==> src/rtl/vt_pkg.sv <==
// Package for the homogeneous vertex transform block.
// Holds widths, register indexes, the matrix type and the register reset values.
// Depends on nothing.
package vt_pkg;

   localparam int COORD_W       = 32;
   localparam int REG_W         = 64;
   localparam int NUM_REGS      = 8;
   localparam int ADDR_W        = $clog2(NUM_REGS) + 3;
   localparam int SUM_W         = 67;
   localparam int QUO_W         = 33;
   localparam int MAC_LAT       = 2;
   localparam int DIV_LAT       = QUO_W + 1;
   localparam int FRAC_BITS_DEF = 16;

   localparam logic [COORD_W-1:0] MAX_POS = {1'b0, {(COORD_W-1){1'b1}}};
   localparam logic [COORD_W-1:0] MIN_NEG = {1'b1, {(COORD_W-1){1'b0}}};

   localparam logic [2:0] REG_ROW0_COLS01 = 3'd0;
   localparam logic [2:0] REG_ROW0_COLS23 = 3'd1;
   localparam logic [2:0] REG_ROW1_COLS01 = 3'd2;
   localparam logic [2:0] REG_ROW1_COLS23 = 3'd3;
   localparam logic [2:0] REG_ROW2_COLS01 = 3'd4;
   localparam logic [2:0] REG_ROW2_COLS23 = 3'd5;
   localparam logic [2:0] REG_ROW3_COLS01 = 3'd6;
   localparam logic [2:0] REG_ROW3_COLS23 = 3'd7;

   typedef logic [NUM_REGS-1:0][REG_W-1:0] mat_type;

   typedef struct packed {
      logic valid;
      logic last;
      logic wzero;
   } side_type;

   function automatic logic [REG_W-1:0] reset_value(input logic [2:0] idx, input int frac);
      logic [REG_W-1:0] one;
      logic [REG_W-1:0] res;
      one = REG_W'(1) << frac;
      case (idx)
         REG_ROW0_COLS01: res = one;
         REG_ROW1_COLS01: res = one << COORD_W;
         REG_ROW2_COLS23: res = one;
         REG_ROW3_COLS23: res = one << COORD_W;
         default:         res = '0;
      endcase
      return res;
   endfunction

endpackage

==> src/rtl/vt_csr.sv <==
// Matrix register file behind the APB-style configuration port.
// Depends on vt_pkg.
module vt_csr #(
   parameter int FRAC_BITS = vt_pkg::FRAC_BITS_DEF
) (
   input  logic                      clock,
   input  logic                      reset,
   input  logic                      psel,
   input  logic                      penable,
   input  logic                      pwrite,
   input  logic [vt_pkg::ADDR_W-1:0] paddr,
   input  logic [vt_pkg::REG_W-1:0]  pwdata,
   output logic [vt_pkg::REG_W-1:0]  prdata,
   output logic                      pready,
   output vt_pkg::mat_type           mat
);
   import vt_pkg::*;

   mat_type    regs_ff;
   logic [2:0] idx;
   logic       wr;

   assign idx    = paddr[ADDR_W-1:3];
   assign wr     = psel && penable && pwrite;
   assign pready = 1'b1;
   assign prdata = regs_ff[idx];
   assign mat    = regs_ff;

   always_ff @(posedge clock) begin
      if (reset) begin
         for (int i = 0; i < NUM_REGS; i++) begin
            regs_ff[i] <= reset_value(3'(i), FRAC_BITS);
         end
      end else if (wr) begin
         regs_ff[idx] <= pwdata;
      end
   end

endmodule

==> config.mk <==
export PLATFORM = sky130hd
export DESIGN_NAME = vt_csr
export DESIGN_NICKNAME = d
export VERILOG_FILES = /design/src/rtl/vt_pkg.sv /design/src/rtl/vt_csr.sv
export SDC_FILE = /design/constraint.sdc
export NUM_CORES = 1
export LEC_CHECK = 0
export BUFFER_PORTS_ARGS = -buffer_cell sky130_fd_sc_hd__buf_2
export CORE_AREA = 4 4 249 251
export DETAILED_ROUTE_END_ITERATION = 12
export DIE_AREA = 0 0 253 255
export PLACE_DENSITY = 0.72
export SLEW_MARGIN = 10
export SYNTH_ARGS = -nofsm -noshare
export SYNTH_HDL_FRONTEND = slang
export SYNTH_SLANG_ARGS = --single-unit
==> constraint.sdc <==
create_clock -name clock -period 6.6 [get_ports clock]
set_input_delay 1.98 -clock clock [delete_from_list [all_inputs] [get_ports clock]]
set_output_delay 1.98 -clock clock [all_outputs]
set_load 0.1 [all_outputs]
==> flow_summary.ini, run 1 <==
[clock_tree]
clk_root_buffer_cell = clkbuf_16
clk_latency_ps = 580
holdBufCountCts = 0
ctsResizeCount = 0
htree_levels = 2
clkSlewWorstSetupHoldPaths_ps = 60
cts_buffers = 53
clock_sinks = 512
cts_tree = built
clockBufferDepth = 3
post_cts_buffers = 0

[setup_path]
crit_end = prdata[49]
path_depth = 5
start_kind = input pin
cp.required_ps = 4620
cp_slowest_cell = mux4_2
crit_chain = clkbuf_8 > buf_12 > mux4_2 > mux2_2 > buf_2
worstSetupEndpointType = output port
crit_start = paddr[3]
reg2reg_setup_slack_ps = 5830
r2r_end = mat[433]
worst-path-max-fanout = 30
r2r.worst_path.cells = 2
cp.arrival_ps = 3970
crit_buf_inv = 3
slowest_delay_ps = 630
crit_type = input pin to output port
crit_family = buffers and inverters
r2r_start = mat[433]

[final_layout]
area_growth_syn_to_layout_pct = 22.9
largest_reg_flops = 512
drive_above_1_share = 0.371
fill_cells = 5335
finalNetCount = 2628

[die]
coreArea_um2 = 59900
placementRows = 90
start_util = 0.396
die-width_um = 253
boundaryPins = 652
dieArea_um2 = 64500
die_h_um = 255

[synthesis]
synth.avg_cell_area_um2 = 11.7
synth_fp_nets = 2112
ys_top_cells_by_count = nand2b_1 (572), mux2i_1 (513), dfxtp_1 (512), mux4_2 (126), clkbuf_1 (99)
synth_seq_cells = 512
synth_edf_count = 0
netlist.area_leader.share = 0.432
synth_ff_type = dfxtp_1
async_flop_share = 0
synth_warnings = 0
synth.most_common_cell = nand2b_1
ys_top_cells_by_area = dfxtp_1 (43%), mux2i_1 (22%), nand2b_1 (15%)
yosysTopAreaCell = dfxtp_1
ys_types = 25
synthCells = 2037
syn-cell-area_um2 = 23700
synth_seq_area_share = 0.432

[route]
met3RoutedLength_mm = 6.17
dr.pass1.iters = 5
routed_wl_mm = 78.2
wl_met2_mm = 38.8
top_layer = met4
drt-met1-wl_mm = 30.5
vias = 17900
ant_nets = 0
via_per_inst = 5.30
wl_per_cell_um = 23.1
drc = 0
drt-initial-drc-count = 995

[min_path]
hold_class = register to register
min_from = mat[63]

[sta]
rsz0062_at_grt = false
setup_viol = 0
fmax_mhz = 168
slew_headroom = 0.237
slew_viol_final = 0
worst_slew_pin_slew_ps = 1140
clock_skew_ps = 0
final.setup.tns_ps = 0
hold_viol = 0
fin_crit_sh = 0.902
hold_ws_ps = 485
timing.final.crit_period_ps = 5950

[placed_design]
dp_hpwl_mm = 52.7
routabilityCongestion = 0.882
port_buffers = 647

[grt]
grt_use_total = 0.230
grt.overflow.total = 0
grt_pass1_wl_mm = 115
antenna_found_initial = 6
grt_max_degree = 151
grt_pass1_vias = 18500

[power_and_ir_drop]
power_density_nw_per_um2 = 234
p_total_uw = 6810
ir_drop_mv = 0.157
leakagePower_uw = 0.0153

[run_status]
status = finished, final reports clean

[job]
maxCapViolCount = 0
## report_power, final
| part | total (uW) | internal [uW] | switching [uW] | leakage [uW] |
|---|---|---|---|---|
| clock | 3080 | 1840 | 1250 | 0.000878 |
| combinational | 594 | 180 | 414 | 0.0103 |
| sequential | 3130 | 3110 | 21.4 | 0.00413 |
| total | 6810 | 5130 | 1680 | 0.0153 |
## worst min-delay path by stage
stage / endpoint / cells past startpoint / slack [ps]
finish: mat[63] / 2 / 490
global route: mat[23] / 2 / 500
CTS: mat[5] / 2 / 490
detailed placement: mat[47] / 2 / 480
global placement: mat[44] / 2 / 470
floorplan: mat[114] / 2 / 920
## layer usage
layer	vias up	global-route usage
met1	8987	0.276
met2	746	0.402
met3	144	0.0596
met5	-	0
met4	0	0.0821
li1	8027	-
## layout by cell type (no fill, tap or decap), types with 2 or more instances in the layout
cell       count
dfxtp_1      512
clkbuf_16     55
nand2_4        5
mux2_2        64
mux4_2       126
nand3_4        2
nor2b_1        2
bufinv_16      5
mux2i_1      513
clkinv_2       7
diode_2        4
nand2b_1     572
clkbuf_8      12
clkbuf_1      12
nor2_1         7
buf_2        643
buf_12        11
inv_6          2
buf_4         25
## worst reg2reg max path, cell delays in order (launching register included)
cell and delay [ps]:
dfxtp_1 470, nand2b_1 90, mux2i_1 130
## per-stage QoR
step,utilization,worst slack (ps),cells,area [um2]
2_1_floorplan,-,435,2037,23700
4_1_cts,0.487,651,3373,29200
6_report,0.487,650,3377,29200
3_3_place_gp,0.457,670,3280,27400
5_1_grt,0.487,564,3377,29200
3_5_place_dp,0.457,650,3280,27400
## kinds of logic after synthesis
| kind of cell | share of synthesized area |
|---|---|
| DFF | 0.432 |
| other | 0.000158 |
| buffers and inverters | 0.0447 |
| and+or+nand+nor | 0.156 |
| AOI/OAI and AO/OA | 0.00132 |
| muxes | 0.366 |
## layout make-up
class	instances	area [um2]	area share
Inverter	1	3.75	0.000129
Multi-Input combinational cell	1303	12500	0.428
Clock buffer	78	1570	0.0539
Sequential cell	512	10200	0.351
Clock inverter	15	210	0.00720
Timing Repair Buffer	682	3670	0.126
Tap cell	782	978	0.0335
Antenna cell	4	10.0	0.000343
Power figures use the tool's default switching activity.
==> run 2, diff against run 1 <==
ABC_AREA = 1   (was default)
CORE_AREA = 4 4 257 259   (was 4 4 249 251)
DIE_AREA = 0 0 261 263   (was 0 0 253 255)
PLACE_DENSITY = default   (was 0.72)
SLEW_MARGIN = default   (was 10)
==> run 2 against run 1 <==
- worst hold slack improved by 8.6 ps
- total power rose by 9.4%
- highest routed layer unchanged
- non-clock buffer count rose by 13
- cell count rose by 67%
- global-route usage rose by 6.1 points
- clock skew did not move
- clock power rose by 7.8%
- final area rose by 7.3%
- flip-flop and latch count did not move
- routed wire length rose by 34%
==> flow_summary.ini, run 2 <==
[run_status]
status = finished, final reports clean

[die]
coreArea_um2 = 63900
start_util = 0.394
boundaryPins = 652
dieArea_um2 = 68600
die_h_um = 263
placementRows = 93
die-width_um = 261

[grt]
grt_use_total = 0.291
grt_max_degree = 150
antenna_found_initial = 3
grt.overflow.total = 0
grt_pass1_vias = 24600
grt_pass1_wl_mm = 157

[clock_tree]
clock_sinks = 512
clk_latency_ps = 600
clockBufferDepth = 3
ctsResizeCount = 0
cts_tree = built
post_cts_buffers = 0
cts_buffers = 59
htree_levels = 2
clkSlewWorstSetupHoldPaths_ps = 60
clk_root_buffer_cell = clkbuf_16
holdBufCountCts = 0

[route]
drc = 0
via_per_inst = 4.86
wl_per_cell_um = 18.5
dr.pass1.iters = 5
drt-initial-drc-count = 2362
ant_nets = 0
vias = 27500
routed_wl_mm = 105

[min_path]
worstHoldPathCells = 2
hold_path_end = mat[421]
hold_class = register to register
min_from = mat[421]

[setup_path]
r2r_end = mat[185]
reg2reg_setup_slack_ps = 5900
cpMostUsedCell = nand2_1
r2r_start = mat[185]
cp.required_ps = 4620
crit_chain = buf_8 > inv_8 > buf_12 > nand2_1 > nand2_1 > nand2_1 > nand2_1 > nand2_1 > nand2_1 > buf_2
cp.arrival_ps = 3900
crit_start = paddr[3]
cp_slowest_cell = buf_2
r2r.worst_path.cells = 2
slowest_delay_ps = 430
start_kind = input pin
worstSetupEndpointType = output port
crit_type = input pin to output port
worst-path-max-fanout = 53

[placed_design]
post_dp_cell_area_um2 = 29300
routabilityCongestion = 0.860
pre_cts_ws_ps = 778
dp_hpwl_mm = 66.8
place_inst = 5542
port_buffers = 647

[final_layout]
finalNetCount = 4823
fin_area_um2 = 31300
largest_reg_flops = 512
layout_common_cells = nand2_1 (2101), nor2_1 (1021), buf_2 (605), dfxtp_1 (512), nand3_1 (265)
layout.cells.non_filler = 5654
drive_above_1_share = 0.169
layout_commonest_cell = nand2_1
area_growth_syn_to_layout_pct = 24.2

[synthesis]
synth_fp_nets = 4356
synth.avg_cell_area_um2 = 5.89
synth_warnings = 0
synthCells = 4281
syn-cell-area_um2 = 25200
yosysTopAreaCell = dfxtp_1
synth_ff_type = dfxtp_1
ys_top_cells_by_area = dfxtp_1 (41%), nand2_1 (31%), nor2_1 (15%)
synth.most_common_cell = nand2_1
synth_seq_cells = 512
synth_edf_count = 0
ys_top_cells_by_count = nand2_1 (2101), nor2_1 (1022), dfxtp_1 (512), nand3_1 (265), buf_2 (119)
netlist.area_leader.share = 0.407
ys_types = 17
synth_seq_area_share = 0.407
async_flop_share = 0

[sta]
final.setup.tns_ps = 0
clock_skew_ps = 0
setup_slack_ps = 717
worst_slew_pin_slew_ps = 1160
setup_viol = 0
rsz0062_at_grt = false
fmax_mhz = 170
fin_crit_sh = 0.891
timing.final.crit_period_ps = 5880
slew_headroom = 0.229
hold_viol = 0
slew_viol_final = 0

[power_and_ir_drop]
leakagePower_uw = 0.0164
ir_drop_mv = 0.209
power_density_nw_per_um2 = 238
p_total_uw = 7450

[job]
maxCapViolCount = 0
[run 2: cell count changes in the layout (fill, tap and decap cells not counted), sizes merged, moves of 3 or more]
cell,delta
nand2,+2095
nor2,+1027
nand2b,-572
mux2i,-513
nand3,+263
mux4,-126
inv,+66
mux2,-64
buf,+14
clkbuf,+12
clkinv,+9
nand4,+4
bufinv,-3
o21ai,+3
[run 2: final cells by class]
class | instances | area [um2]
multi-input combinational | 3410 | 13200
fill | 6756 | 32600
inverter | 70 | 289
tap | 855 | 1070
clock inverter | 18 | 146
timing repair buffer | 695 | 4470
clock buffer | 91 | 1820
antenna | 3 | 7.51
sequential | 512 | 10200
[run 2: logic make-up after synthesis]
group	share of synthesized area
other cells	0.000149
flops	0.407
buf+inv	0.0688
compound gates	0.000794
simple gates	0.524
[run 2: where the power goes]
part,internal (uW),switching (uW),total (uW)
registers,3130,33.2,3160
clock network,1960,1360,3320
logic,179,788,967
[run 2: layer usage]
layer,wire (um),global-route usage
met2,48300,0.471
met3,9020,0.0642
met5,0,0
met1,44100,0.390
met4,3300,0.0837
[run 2: worst max path at each step]
stage               depth (start not counted)  slack [ps]         end
floorplan                                   6        1130  prdata[30]
global placement                           10         790  prdata[39]
detailed placement                         10         780  prdata[39]
CTS                                        10         760  prdata[51]
global route                               10         650  prdata[51]
finish                                     10         720  prdata[39]
[run 2: worst max-delay path, delay by kind of cell]
| kind | cells | cell delay (ps) |
|---|---|---|
| and+or+nand+nor | 6 | 490 |
| buffers and inverters | 4 | 1330 |
[run 2: through the flow]
stage | utilization | hold slack, ps
floorplan | - | 927
global placement | 0.459 | 482
detailed placement | 0.459 | 487
CTS | 0.490 | 495
global route | 0.490 | 514
finish | 0.490 | 494
